**src/hdl/bse_pkg.sv**
```systemverilog
// Shared types, constants and helpers for the backslash escape encoder.
// Used by bse_regs, bse_encode, bse_emit and backslash_escape_encoder.
// No dependencies.
`default_nettype none

package bse_pkg;

  // Configuration register indexes.
  localparam logic [2:0] REG_BUFFER_SIZE = 3'd0;
  localparam logic [2:0] REG_MASK_0      = 3'd1;
  localparam logic [2:0] REG_MASK_1      = 3'd2;
  localparam logic [2:0] REG_MASK_2      = 3'd3;
  localparam logic [2:0] REG_MASK_3      = 3'd4;

  // Reset values of the configuration registers.
  localparam logic [15:0] BUFFER_SIZE_RST = 16'd256;
  localparam logic [63:0] MASK_0_RST      = 64'h0000_0084_0000_2600;
  localparam logic [63:0] MASK_1_RST      = 64'h0000_0000_1000_0000;
  localparam logic [63:0] MASK_2_RST      = 64'h0;
  localparam logic [63:0] MASK_3_RST      = 64'h0;

  // Character codes.
  localparam logic [7:0] CH_BSLASH = 8'h5C;
  localparam logic [7:0] CH_TAB    = 8'h09;
  localparam logic [7:0] CH_NL     = 8'h0A;
  localparam logic [7:0] CH_CR     = 8'h0D;
  localparam logic [7:0] CH_DQUOTE = 8'h22;
  localparam logic [7:0] CH_SQUOTE = 8'h27;
  localparam logic [7:0] CH_LOW_T  = 8'h74;
  localparam logic [7:0] CH_LOW_N  = 8'h6E;
  localparam logic [7:0] CH_LOW_R  = 8'h72;
  localparam logic [7:0] CH_DIGIT0 = 8'h30;
  localparam logic [7:0] CH_NUL    = 8'h00;

  // Configuration as seen by the encoder.
  typedef struct packed {
    logic [15:0]  buffer_size;
    logic [255:0] mask;
    logic         size_wr;
  } bse_cfg_t;

  // Output job caused by one input byte: up to four bytes and a terminator.
  typedef struct packed {
    logic [3:0][7:0] seq;
    logic [2:0]      nbytes;
    logic            term;
    logic            trunc;
  } bse_job_t;

  // Room for the string itself; a zero buffer size behaves like one.
  function automatic logic [15:0] bse_init_room(input logic [15:0] size);
    bse_init_room = (size == 16'd0) ? 16'd0 : size - 16'd1;
  endfunction

endpackage

`default_nettype wire

```
**src/hdl/bse_regs.sv**
```systemverilog
// Configuration registers of the backslash escape encoder.
// Depends on bse_pkg.
`default_nettype none

module bse_regs
  import bse_pkg::*;
(
  input  wire logic        clk,
  input  wire logic        rst_n,
  input  wire logic        cfg_we,
  input  wire logic [2:0]  cfg_index,
  input  wire logic [63:0] cfg_wdata,
  output bse_cfg_t         cfg
);

  logic [15:0] buffer_size_r;
  logic [63:0] mask0_r;
  logic [63:0] mask1_r;
  logic [63:0] mask2_r;
  logic [63:0] mask3_r;

  // Register writes; indexes beyond the list are ignored.
  always_ff @(posedge clk) begin
    if (!rst_n) begin
      buffer_size_r <= BUFFER_SIZE_RST;
      mask0_r       <= MASK_0_RST;
      mask1_r       <= MASK_1_RST;
      mask2_r       <= MASK_2_RST;
      mask3_r       <= MASK_3_RST;
    end else if (cfg_we) begin
      case (cfg_index)
        REG_BUFFER_SIZE: buffer_size_r <= cfg_wdata[15:0];
        REG_MASK_0:      mask0_r       <= cfg_wdata;
        REG_MASK_1:      mask1_r       <= cfg_wdata;
        REG_MASK_2:      mask2_r       <= cfg_wdata;
        REG_MASK_3:      mask3_r       <= cfg_wdata;
        default: begin
        end
      endcase
    end
  end

  assign cfg.buffer_size = buffer_size_r;
  assign cfg.mask        = {mask3_r, mask2_r, mask1_r, mask0_r};
  assign cfg.size_wr     = cfg_we && (cfg_index == REG_BUFFER_SIZE);

endmodule

`default_nettype wire

```
**src/hdl/bse_encode.sv**
```systemverilog
// Escape encoder and string budget state of the backslash escape encoder.
// Turns one source byte into an output job. Depends on bse_pkg.
`default_nettype none

module bse_encode
  import bse_pkg::*;
(
  input  wire logic       clk,
  input  wire logic       rst_n,
  input  wire bse_cfg_t   cfg,
  input  wire logic       in_acc,
  input  wire logic [7:0] in_byte,
  input  wire logic       end_of_string,
  output bse_job_t        job
);

  logic [15:0] room_r;
  logic        stopped_r;
  logic        restart_r;

  logic [15:0]     room_eff;
  logic            stop_eff;
  logic            masked;
  logic [3:0][7:0] seq;
  logic [2:0]      len;
  logic [2:0]      need;
  logic            fits;
  logic [15:0]     room_nxt;
  logic            stopped_nxt;
  logic            restart_nxt;

  // Escape form of the byte and the room it needs.
  always_comb begin
    masked = cfg.mask[in_byte];
    seq    = '0;
    len    = 3'd1;
    need   = 3'd1;
    if (!masked) begin
      seq[0] = in_byte;
    end else begin
      seq[0] = CH_BSLASH;
      len    = 3'd2;
      need   = 3'd2;
      case (in_byte)
        CH_TAB:    seq[1] = CH_LOW_T;
        CH_NL:     seq[1] = CH_LOW_N;
        CH_CR:     seq[1] = CH_LOW_R;
        CH_DQUOTE: seq[1] = in_byte;
        CH_SQUOTE: seq[1] = in_byte;
        CH_BSLASH: seq[1] = in_byte;
        default: begin
          seq[1] = CH_DIGIT0 + {6'd0, in_byte[7:6]};
          seq[2] = CH_DIGIT0 + {5'd0, in_byte[5:3]};
          seq[3] = CH_DIGIT0 + {5'd0, in_byte[2:0]};
          len    = 3'd4;
          need   = 3'd5;
        end
      endcase
    end
  end

  // Budget check, job build and next string state.
  always_comb begin
    room_eff    = restart_r ? bse_init_room(cfg.buffer_size) : room_r;
    stop_eff    = restart_r ? 1'b0 : stopped_r;
    fits        = room_eff >= {13'd0, need};
    job         = '0;
    room_nxt    = room_eff;
    stopped_nxt = stop_eff;
    restart_nxt = restart_r;
    if (in_byte == CH_NUL) begin
      // A zero byte ends the string at once.
      job.term    = 1'b1;
      job.trunc   = stop_eff;
      restart_nxt = 1'b1;
    end else begin
      restart_nxt = 1'b0;
      if (!stop_eff) begin
        if (fits) begin
          job.seq    = seq;
          job.nbytes = len;
          room_nxt   = room_eff - {13'd0, len};
        end else begin
          stopped_nxt = 1'b1;
        end
      end
      if (end_of_string) begin
        job.term    = 1'b1;
        job.trunc   = stopped_nxt;
        restart_nxt = 1'b1;
      end
    end
  end

  // String state; a buffer size write abandons the current string.
  always_ff @(posedge clk) begin
    if (!rst_n) begin
      restart_r <= 1'b1;
      stopped_r <= 1'b0;
    end else if (cfg.size_wr) begin
      restart_r <= 1'b1;
      stopped_r <= 1'b0;
    end else if (in_acc) begin
      restart_r <= restart_nxt;
      stopped_r <= stopped_nxt;
    end
  end

  always_ff @(posedge clk) begin
    if (in_acc) begin
      room_r <= room_nxt;
    end
  end

endmodule

`default_nettype wire

```
**src/hdl/bse_emit.sv**
```systemverilog
// Output sequencer of the backslash escape encoder, using bse_pkg: holds one
// job and sends its bytes and terminator one transfer per cycle unless stalled.
`default_nettype none

module bse_emit
  import bse_pkg::*;
(
  input  wire logic       clk,
  input  wire logic       rst_n,
  input  wire logic       load,
  input  wire bse_job_t   job_in,
  output logic            free,
  output logic            out_tvalid,
  input  wire logic       out_tready,
  output logic [7:0]      out_byte,
  output logic            is_terminator,
  output logic            truncated,
  output logic            last_of_run
);

  logic       valid_r;
  bse_job_t   job_r;
  logic [2:0] idx_r;
  logic [2:0] total;
  logic       in_seq;
  logic       out_xfer;

  assign total    = job_r.nbytes + {2'd0, job_r.term};
  assign in_seq   = idx_r < job_r.nbytes;
  assign out_xfer = valid_r && out_tready;

  assign out_tvalid    = valid_r;
  assign out_byte      = in_seq ? job_r.seq[idx_r[1:0]] : CH_NUL;
  assign is_terminator = !in_seq;
  assign truncated     = !in_seq && job_r.trunc;
  assign last_of_run   = idx_r == (total - 3'd1);

  // A new job may enter while the last transfer of the current one is taken.
  assign free = !valid_r || (out_xfer && last_of_run);

  always_ff @(posedge clk) begin
    if (!rst_n) begin
      valid_r <= 1'b0;
      idx_r   <= 3'd0;
    end else if (load) begin
      valid_r <= 1'b1;
      idx_r   <= 3'd0;
    end else if (out_xfer) begin
      if (last_of_run) begin
        valid_r <= 1'b0;
      end else begin
        idx_r <= idx_r + 3'd1;
      end
    end
  end

  always_ff @(posedge clk) begin
    if (load) begin
      job_r <= job_in;
    end
  end

  // A held job always has something left to send.
  a_idx_in_range: assert property (@(posedge clk) disable iff (!rst_n)
    valid_r |-> (idx_r < total))
    else $error("emit index past end of job");

  // Loading only happens when the holding register is free.
  a_load_when_free: assert property (@(posedge clk) disable iff (!rst_n)
    load |-> free)
    else $error("job loaded over a pending one");

  // A transfer that is not the last advances to the next byte.
  a_advance: assert property (@(posedge clk) disable iff (!rst_n)
    (out_xfer && !last_of_run) |=> (valid_r && idx_r == $past(idx_r) + 3'd1))
    else $error("emit index did not advance");

  // Only the terminator carries the truncated flag.
  a_trunc_on_term: assert property (@(posedge clk) disable iff (!rst_n)
    (valid_r && truncated) |-> is_terminator)
    else $error("truncated flag outside terminator");

endmodule

`default_nettype wire

```
**src/hdl/backslash_escape_encoder.sv**
```systemverilog
// Top level of the backslash escape encoder.
// Depends on bse_pkg, bse_regs, bse_encode and bse_emit.
//
// Usage: source string bytes arrive on the in_ stream, one byte per transfer,
// with in_tlast marking the final byte; a zero byte also ends the string.
// The escaped text leaves on the out_ stream, one byte per transfer, followed
// by a zero terminator flagged in out_tuser. out_tlast marks the last result
// caused by each input byte. Bytes that do not fit the buffer budget are
// dropped for the rest of the string and the terminator reports truncation.
// The first result of a byte is presented the cycle after its input transfer.
// Plain bytes are taken one input byte per cycle while the receiver is ready;
// a byte with several results holds the input until the single output port
// has sent them all (escape pairs 2, octal escapes 4, plus 1 for a terminator).
// The output job register lets the next byte enter in the cycle the last
// result of the previous one is taken. When the receiver stalls, the held
// result stays on the port and in_tready drops.
// Reset (rst_n low, synchronous) empties the output, loads the default
// register values and starts a fresh string. Configuration writes are
// taken at any time but must only be made while the block is idle.
`default_nettype none

module backslash_escape_encoder
  import bse_pkg::*;
(
  input  wire logic        clk,
  input  wire logic        rst_n,
  // Input stream.
  input  wire logic        in_tvalid,
  output logic             in_tready,
  input  wire logic [7:0]  in_tdata,   // [7:0] in_byte
  input  wire logic        in_tlast,   // end_of_string
  // Result stream.
  output logic             out_tvalid,
  input  wire logic        out_tready,
  output logic [7:0]       out_tdata,  // [7:0] out_byte
  output logic [1:0]       out_tuser,  // [0] is_terminator, [1] truncated
  output logic             out_tlast,  // last_of_run
  // Configuration write port.
  input  wire logic        cfg_we,
  input  wire logic [2:0]  cfg_index,
  input  wire logic [63:0] cfg_wdata
);

  bse_cfg_t cfg;
  bse_job_t job;
  logic     in_acc;
  logic     load;
  logic     free;
  logic     is_terminator;
  logic     truncated;

  assign in_tready = free;
  assign in_acc    = in_tvalid && in_tready;
  assign load      = in_acc && ((job.nbytes != 3'd0) || job.term);

  bse_regs u_regs (
    .clk       (clk),
    .rst_n     (rst_n),
    .cfg_we    (cfg_we),
    .cfg_index (cfg_index),
    .cfg_wdata (cfg_wdata),
    .cfg       (cfg)
  );

  bse_encode u_encode (
    .clk           (clk),
    .rst_n         (rst_n),
    .cfg           (cfg),
    .in_acc        (in_acc),
    .in_byte       (in_tdata),
    .end_of_string (in_tlast),
    .job           (job)
  );

  bse_emit u_emit (
    .clk           (clk),
    .rst_n         (rst_n),
    .load          (load),
    .job_in        (job),
    .free          (free),
    .out_tvalid    (out_tvalid),
    .out_tready    (out_tready),
    .out_byte      (out_tdata),
    .is_terminator (is_terminator),
    .truncated     (truncated),
    .last_of_run   (out_tlast)
  );

  assign out_tuser = {truncated, is_terminator};

endmodule

`default_nettype wire
```
**config.mk**
```make
export PLATFORM = sky130hd
export DESIGN_NAME = backslash_escape_encoder
export DESIGN_NICKNAME = d
export VERILOG_FILES = /design/src/hdl/bse_pkg.sv /design/src/hdl/bse_regs.sv /design/src/hdl/bse_encode.sv /design/src/hdl/bse_emit.sv /design/src/hdl/backslash_escape_encoder.sv
export SDC_FILE = /design/constraint.sdc
export NUM_CORES = 1
export LEC_CHECK = 0
export BUFFER_PORTS_ARGS = -buffer_cell sky130_fd_sc_hd__buf_2
export CELL_PAD_IN_SITES_DETAIL_PLACEMENT = 1
export CELL_PAD_IN_SITES_GLOBAL_PLACEMENT = 2
export CORE_ASPECT_RATIO = 0.5
export CORE_MARGIN = 2
export CORE_UTILIZATION = 30
export DETAILED_ROUTE_END_ITERATION = 12
export HOLD_SLACK_MARGIN = 0.12
export PLACE_DENSITY_LB_ADDON = 0.1
export SYNTH_ARGS = -nofsm -noshare
export SYNTH_HDL_FRONTEND = slang
export SYNTH_HIERARCHICAL = 1
export SYNTH_SLANG_ARGS = --single-unit
export TNS_END_PERCENT = 30
```
**constraint.sdc**
```tcl
create_clock -name clk -period 13.2 [get_ports clk]
set_input_delay 1.32 -clock clk [delete_from_list [all_inputs] [get_ports clk]]
set_output_delay 1.32 -clock clk [all_outputs]
set_load 0.01 [all_outputs]
```
# --- After elaboration in Yosys (flattened, before gate mapping) ---
# Index checks and enable logic that the tools add are counted.
op_classes:
  n_eq_ne: 11
  n_reduce_logical: 31
  addsub: 8
  order_cmp: 4
  shift: 0
  bitwise: 4
  div: 0
  n_mux: 30
  multipliers: 0
op_table:
  columns: ["operator", "count"]
  rows:
  - ["$mux W16", 5]
  - ["$pmux W8 S4", 1]
  - ["$eq A8 B4 Y1 const B", 3]
  - ["$mux W3", 7]
  - ["$bmux W8 S2", 1]
  - ["$eq A8 B6 Y1 const B", 2]
  - ["$ge A16 B3 Y1", 1]
  - ["$logic_not A16 Y1", 1]
  - ["$mux W8", 2]
  - ["$sub A16 B1 Y16 const B", 1]
  - ["$sub A16 B3 Y16", 1]
  - ["$add A6 B3 Y7 const A", 2]
  - ["$reduce_and A2 Y1", 7]
  - ["$mux W1", 10]
  - ["$reduce_or A10 Y1", 1]
  - ["$lt A8 B9 Y1 const B", 1]
  - ["$bmux W1 S8", 1]
  - ["$eq A8 B7 Y1 const B", 1]
  - ["$logic_not A8 Y1", 1]
  - ["$reduce_or A4 Y1", 2]
  - ["$add A6 B2 Y7 const A", 1]
  - ["$mux W7", 1]
  - ["$eq A3 B2 Y1 const B", 2]
  - ["$logic_and A1 B1 Y1", 6]
  - ["other kinds (18)", 27]
word_totals:
  mem_bits_rw: 0
  ff_bits: 331
  latchBits: 0
  wordCells: 106
  mem_bits_ro: 0
  memories: 0
  out_inout_bits: 13
  in_bits: 81

# --- Depth between registers and ports, before layout ---
# Gate-level depths: netlist (run 1).
depth:
  ltp_word: 13
  mapped_depth: 25
  mapped_depth_nobuf: 20

# --- Modules after synthesis ---
# Netlist (run 1), hierarchy kept.
by_module_without_submodules:
  columns: ["mod", "n_inst", "cells_per_inst", "area_each_um2"]
  rows:
  - ["bse_regs", 1, 962, 9980.8]
  - ["bse_encode", 1, 512, 4598.2]
  - ["bse_emit", 1, 95, 1744.2]
  - ["backslash_escape_encoder", 1, 4, 32.5]

# --- Worst setup path after synthesis (run 1) ---
# No wires, ideal clock.
synth_path:
  path_kind: "input -> register"
  startpoint: "input port in_tdata[0]"
  endpoint: "register u_emit.valid_r (netlist: u_emit/out_tvalid)"
  slack_ps: 6658
  cell_stages: 24
  required_ps: 13073
  arrival_time_ps: 6416
  path_cell_list: "buf_2 -> buf_4 -> buf_4 -> buf_2 -> mux4_2 -> a22oi_1 -> nand2_1 -> nand3b_1 -> nand4_1 -> a32o_2 -> nand2_1 -> ha_1 -> nand2b_1 -> a21o_1 -> a21oi_1 -> nand4bb_1 -> a211oi_2 -> a21oi_2 -> nand2_2 -> buf_4 -> nor2_1 -> o41a_1 -> o21ai_0 -> a31oi_1"
synth_rtl:
  columns: ["item", "line", "rtl"]
  rows:
  - ["start: declaration", "backslash_escape_encoder.sv:30", "input wire logic [7:0] in_tdata,"]
  - ["end signal: assignment", "bse_emit.sv:43", "valid_r <= 1'b0;"]
  - ["end signal: assignment", "bse_emit.sv:46", "valid_r <= 1'b1;"]
  - ["end signal: assignment", "bse_emit.sv:50", "valid_r <= 1'b0;"]
  - ["end: declaration", "bse_emit.sv:21", "logic valid_r;"]

==> impl_metrics.json, run 1 <==
{
  "grt_max_degree": 178,
  "grt_use_met1_pct": 23.82,
  "seq_area_um2": 7157,
  "core-area_um2": 53830,
  "fin_area_um2": 18210,
  "grt-busiest-layer": "met2",
  "leakage_uw": 0.007677,
  "worst_pin_slew_ns": 1.141,
  "synthCells": 1573,
  "finalWirelength_um": 48820,
  "holdBufCountCts": 0,
  "rows": 60,
  "multiInputGateArea_um2": 8451,
  "area_delta_synth_final_pct": 11.31,
  "maxCapViolCount": 0,
  "die_area_um2": 56520,
  "endpoint_kind": "flop",
  "viasPerCell": 5.081,
  "cts_buffers": 35,
  "p_per_area_nw_per_um2": 125.2,
  "yosysWarnings": 6,
  "maxSlewViolCount": 0,
  "antenna_found_initial": 0,
  "synth.distinct_cells": 92,
  "fin_crit_ns": 7.559,
  "clk_path_buf_depth": 3,
  "placed_area_um2": 17170,
  "setup_tns_ns": 0,
  "gp_congestion": 0.7514,
  "drt_first_pass_iters": 5,
  "crit_path_max_fanout": 51,
  "synth-main-ff-cell": "dfxtp_1",
  "hpwlAfterDp_um": 33200,
  "met3_usage_pct": 2.623,
  "slew_headroom_pct": 23.65,
  "nNetsFinal": 1688,
  "criticalPathCategory": "input pin to flop",
  "wl_per_cell_um": 20.97,
  "grt_util_all_layers_pct": 17.27,
  "met2_usage_pct": 28.79,
  "synthArstFlopShare_pct": 0,
  "seq_area_frac_synth_pct": 43.76,
  "fp.dieH_um": 169.1,
  "grt_setup_unrepaired": "no",
  "drc_errors": 0,
  "cts_setup_buffers": 0,
  "run_status": "complete, no violations",
  "cts_tree": "yes",
  "drive_above_1_share_pct": 15.17,
  "antenna_cells_inserted": 0,
  "fin_worst_skew_ns": 0.02322,
  "vias": 11830,
  "grt_pass1_wl_um": 75590,
  "ant_nets": 0,
  "die_width_um": 334.2,
  "syn_area_per_cell_um2": 10.40,
  "clock-sinks": 331,
  "start_kind": "input pin",
  "htree_levels": 2,
  "io_pins": 94,
  "synth_seq_cells": 331,
  "path_clk_slew_ns": 0.06,
  "critPathArrivalTime_ns": 8.02,
  "globalRoute.totalOverflow": 0,
  "postCtsResizedCells": 0,
  "grt_pass1_vias": 12340,
  "setup_viol": 0,
  "finalHoldViolations": 0,
  "period_share_pct": 57.27,
  "synth_edf_count": 53,
  "fmax_ghz": 0.1323,
  "cts_root_buffer": "clkbuf_16",
  "worstSkewPairLatency_ns": 0.55,
  "ir_worst_vdd_mv": 0.06853,
  "drtIter0Drc": 686,
  "worstPathRequired_ns": 13.66,
  "hold_path.class": "flop to flop",
  "syn_area_um2": 16360,
  "port_buffers": 93,
  "fill_cells": 5947,
  "start_util_pct": 30.39
}
-- worst max-delay path: stages --
cell,delay [ns]
buf_4,0.46
buf_4,0.75
mux4_2,0.36
mux2i_1,0.08
mux2_2,0.30
a211oi_1,0.57
or3_1,0.20
a32o_2,0.39
nand2_1,0.17
ha_1,0.30
nand2b_1,0.14
a21o_1,0.18
a21oi_1,0.17
nand4bb_1,0.22
a211oi_2,0.32
a21oi_2,0.21
nand2_2,0.28
nor2_1,0.16
o41a_2,0.88
inv_1,0.18
nand2_1,0.11
a31oi_1,0.17
-- area by class of cell --
class | instances | share of cell area (%)
Timing Repair Buffer | 107 | 3.285
Multi-Input combinational cell | 1102 | 46.42
Tap cell | 713 | 4.900
Sequential cell | 331 | 39.31
Inverter | 19 | 0.3917
Clock inverter | 10 | 0.3780
Clock buffer | 46 | 5.319
-- cells in the mapped netlist (all sizes together) (5+ instances only) --
| cell | instances | area share, % |
|---|---|---|
| nand2 | 377 | 8.7 |
| mux2i | 305 | 19 |
| dfxtp | 278 | 34 |
| buf | 79 | 3.5 |
| mux4 | 62 | 8.7 |
| nor2 | 57 | 1.4 |
| edfxtp | 53 | 9.7 |
| clkbuf | 48 | 1.1 |
| nor2b | 34 | 1.3 |
| a21oi | 22 | 0.70 |
| inv | 18 | 0.41 |
| nor3 | 17 | 0.62 |
| o21ai | 16 | 0.58 |
| a22oi | 15 | 0.69 |
| nand3 | 14 | 0.43 |
| a31oi | 13 | 0.54 |
| and2 | 11 | 0.42 |
| ha | 10 | 0.76 |
| xor2 | 9 | 0.53 |
| nor4 | 8 | 0.34 |
| xnor2 | 8 | 0.43 |
| a211oi | 7 | 0.35 |
| a21o | 5 | 0.23 |
| a221oi | 5 | 0.34 |
| and3 | 5 | 0.20 |
| nand2b | 5 | 0.19 |
| nand4 | 5 | 0.19 |
| nor3b | 5 | 0.23 |
-- through the flow --
stage | total power [uW] | util (%) | hold slack (ns) | setup WS [ns] | std cells
5_1_grt | 2388 | 33.82 | 0.4684 | 5.152 | 2328
2_1_floorplan | 1281 | - | 0.4314 | 6.658 | 1579
3_5_place_dp | 1366 | 31.90 | 0.4476 | 5.101 | 2272
4_1_cts | 2325 | 33.82 | 0.4617 | 5.648 | 2328
6_report | 2279 | 33.82 | 0.4590 | 5.641 | 2328
3_3_place_gp | 1359 | 31.90 | 0.4400 | 5.326 | 2272
-- layer usage --
metal	wire (um)	vias to the layer above
met1	23660	5975
met5	0	-
met4	754	0
met2	22730	171
met3	1668	56
li1	-	5627
-- sequential cells by signal, indices dropped and copies added (netlist names) --
| name | count |
|---|---|
| u_encode/stopped_r | 1 |
| u_emit/out_tvalid | 1 |
| u_regs/buffer_size_r | 16 |
| u_encode/restart_r | 1 |
| u_emit/idx_r | 3 |
| u_regs/mask2_r | 64 |
| u_regs/mask0_r | 64 |
| u_encode/room_r | 16 |
| u_regs/mask3_r | 64 |
| u_emit/job_r | 37 |
| u_regs/mask1_r | 64 |
-- kinds of logic (layout without fill, tap and decap cells) --
group,Yosys count,after routing,share of synthesized area [%]
simple gates,565,565,15.49
mux,371,371,27.66
flops,331,331,43.76
buf+inv,146,182,5.034
compound gates,130,130,6.051
xor+xnor,18,18,1.094
fa+ha+maj,11,11,0.8874
other cells,1,7,0.02293
-- report_power, final --
part / internal, uW / switching (uW)
Clock: 517 / 423
Sequential: 1070 / 18.6
Combinational: 93.5 / 160
Total: 1680 / 601
-- placed cells by master (no fill, tap or decap), drive strengths merged, types with 11 or more instances in the layout --
master    n
nand2   377
mux2i   305
dfxtp   278
buf     107
mux4     62
nor2     57
edfxtp   53
clkbuf   46
nor2b    34
a21oi    22
inv      21
nor3     17
o21ai    16
a22oi    15
nand3    14
a31oi    13
and2     11
-- path summary, 6_finish.rpt --
path,from,end,slack (ns),depth (start not counted)
max,in_tdata[1],u_emit/idx_r[2],5.64,22
min,u_regs/mask0_r[15],u_regs/mask0_r[15],0.46,2
max reg2reg,u_regs/buffer_size_r[0],u_emit/idx_r[2],7.27,20
min reg2reg,u_regs/mask0_r[15],u_regs/mask0_r[15],0.46,2
No activity file was read; power rests on OpenSTA's default activity.
==> run 2, diff against run 1 <==
- ABC_AREA: not set -> 1
- clock period: 13.2 -> 7.8 ns (I/O delays scaled with it)
==> impl_metrics.json, run 2 <==
{
  "fp.dieH_um": 173.7,
  "clock-sinks": 331,
  "drt_first_pass_iters": 5,
  "drtIter0Drc": 871,
  "synth-main-ff-cell": "dfxtp_1",
  "synth-xor-area-share_pct": 0.7535,
  "leakage_uw": 0.008772,
  "slowest_delay_ns": 0.56,
  "synth_edf_count": 53,
  "critPathArrivalTime_ns": 6.17,
  "hp-start": "cfg_wdata[9]",
  "maxCapViolCount": 0,
  "synth_compound_area_share_pct": 2.674,
  "start_util_pct": 30.25,
  "setup_viol": 0,
  "vias": 16690,
  "grt_max_degree": 205,
  "cts_setup_buffers": 0,
  "ys_top_cells_by_area": "dfxtp_1 32%, nand2_1 18%, nor2_1 15%, nand3_1 10%, edfxtp_1 9.2%",
  "ant_nets": 0,
  "setup_tns_ns": 0,
  "wl_per_cell_um": 18.82,
  "period_share_pct": 76.23,
  "cp_common_cell": "nand2_1",
  "drive_above_1_share_pct": 8.137,
  "start_kind": "input pin",
  "finalHoldViolations": 0,
  "crit_path_max_fanout": 28,
  "criticalPathCategory": "input pin to flop",
  "synth_top_area_share_pct": 32.23,
  "slew_headroom_pct": 28.99,
  "yosysWarnings": 6,
  "synthArstFlopShare_pct": 0,
  "seq_area_frac_synth_pct": 41.44,
  "synthMuxAreaShare_pct": 0,
  "fin_worst_skew_ns": 0.01754,
  "hold_slack_ns": 0.4537,
  "synth-simple-area-share_pct": 45.85,
  "cts_root_buffer": "clkbuf_16",
  "cpMaxStageDelayCell": "inv_2",
  "port_buffers": 93,
  "finalWirelength_um": 65580,
  "ff2ff_setup_slack_ns": 2.93,
  "worstPathRequired_ns": 8.02,
  "synth_seq_cells": 331,
  "fmax_ghz": 0.1682,
  "clk_path_buf_depth": 3,
  "endpoint_kind": "flop",
  "htree_levels": 2,
  "cts_buffers": 36,
  "holdBufCountCts": 0,
  "r2r-start": "u_regs/mask1_r[12]",
  "hpwlAfterDp_um": 39850,
  "postCtsResizedCells": 0,
  "path_clk_slew_ns": 0.06,
  "layout_common_cells": "851 x nand2_1, 672 x nor2_1, 352 x nand3_1",
  "placed_area_um2": 18130,
  "core-area_um2": 57090,
  "viasPerCell": 4.789,
  "min_path_cells": 3,
  "syn_area_per_cell_um2": 6.398,
  "worst_pin_slew_ns": 1.065,
  "nNetsFinal": 2784,
  "grt_util_all_layers_pct": 22.05,
  "hold_path.class": "input pin to flop",
  "rows": 62,
  "fin_area_um2": 19350,
  "grt_setup_unrepaired": "no",
  "syn_area_um2": 17270,
  "die_area_um2": 59610,
  "synth_area_leader_cell": "dfxtp_1",
  "grt_pass1_wl_um": 102500,
  "yosysMostFrequentCell": "nand2_1",
  "worstSkewPairLatency_ns": 0.55,
  "die_width_um": 343.3,
  "synth_commonest_cells": "851 x nand2_1, 674 x nor2_1, 352 x nand3_1",
  "ff2ff_path_depth": 29,
  "antenna_found_initial": 0,
  "synth_fa_ha_area_share_pct": 0.8405,
  "grt_pass1_vias": 16930,
  "ir_worst_vdd_mv": 0.1090,
  "synthCells": 2699,
  "drc_errors": 0,
  "globalRoute.totalOverflow": 0,
  "gp_congestion": 0.7851,
  "final_common_cell": "nand2_1",
  "synth_top_family_by_area": "simple AND/OR/NAND/NOR gates",
  "synth.distinct_cells": 40,
  "p_per_area_nw_per_um2": 222.3,
  "area_delta_synth_final_pct": 12.03,
  "hold_path_end": "u_regs/mask0_r[9]",
  "run_status": "complete, no violations",
  "fin_crit_ns": 5.946,
  "maxSlewViolCount": 0,
  "r2r-end": "u_emit/job_r[17]",
  "cts_tree": "yes",
  "io_pins": 94
}
-- run 2: cells by family (layout without fill, tap and decap cells) --
group           count (synthesis)  after routing
xor+xnor                       14             14
fa+ha+maj                      11             11
compound gates                 83             83
simple gates                 1935           1935
buf+inv                       324            335
flops                         331            331
other cells                     1              8
-- run 2: how the worst max path moves through the flow --
stage / startpoint / endpoint / cells after the start / slack, ns
after floorplan: in_tdata[0] / u_emit/job_r[0] / 29 / 2.09
after global placement: in_tdata[0] / u_emit/job_r[17] / 29 / 1.45
after detailed placement: in_tdata[0] / u_emit/job_r[17] / 29 / 1.29
after CTS: in_tdata[0] / u_emit/job_r[9] / 29 / 1.89
after global routing: in_tdata[0] / u_emit/job_r[9] / 30 / 1.45
final: in_tdata[0] / u_emit/job_r[17] / 29 / 1.85
-- run 2: per-stage QoR --
step | utilization, % | power (uW) | worst slack (ns) | std cells
floorplan | - | 2296 | 2.087 | 2705
global placement | 31.76 | 2497 | 1.453 | 3422
detailed placement | 31.76 | 2501 | 1.292 | 3422
CTS | 33.88 | 4365 | 1.891 | 3484
global route | 33.88 | 4521 | 1.449 | 3484
finish | 33.89 | 4300 | 1.854 | 3485
-- run 2: cell type report --
class,count,area (um2)
multi-input cells,2050,8722
repair buffers,118,711.9
diodes,1,2.502
clock inverters,17,214.0
fillers,7398,37750
well taps,768,960.9
flip-flops and latches,331,7157
clock buffers,45,996.0
inverters,155,583.1
-- run 2: critical path, delay by kind of cell --
family	cells	cell delay [ns]
compound gates	4	0.80
simple gates	17	2.11
fa+ha+maj	1	0.36
buf+inv	7	2.06
-- run 2: metal layers --
metal / vias to the layer above / wire length, um / track usage (%)
li1: 8381 / - / -
met1: 8044 / 33470 / 31.82
met2: 208 / 28820 / 35.10
met3: 56 / 2479 / 3.465
met4: 0 / 809 / 3.512
met5: - / 0 / 0
-- run 2: where the power goes --
| part | leakage (uW) | switching [uW] | internal, uW |
|---|---|---|---|
| logic | 0.00539 | 422 | 170 |
| clock network | 0.000602 | 772 | 1070 |
| registers | 0.00278 | 38.9 | 1830 |
| total | 0.00877 | 1230 | 3070 |
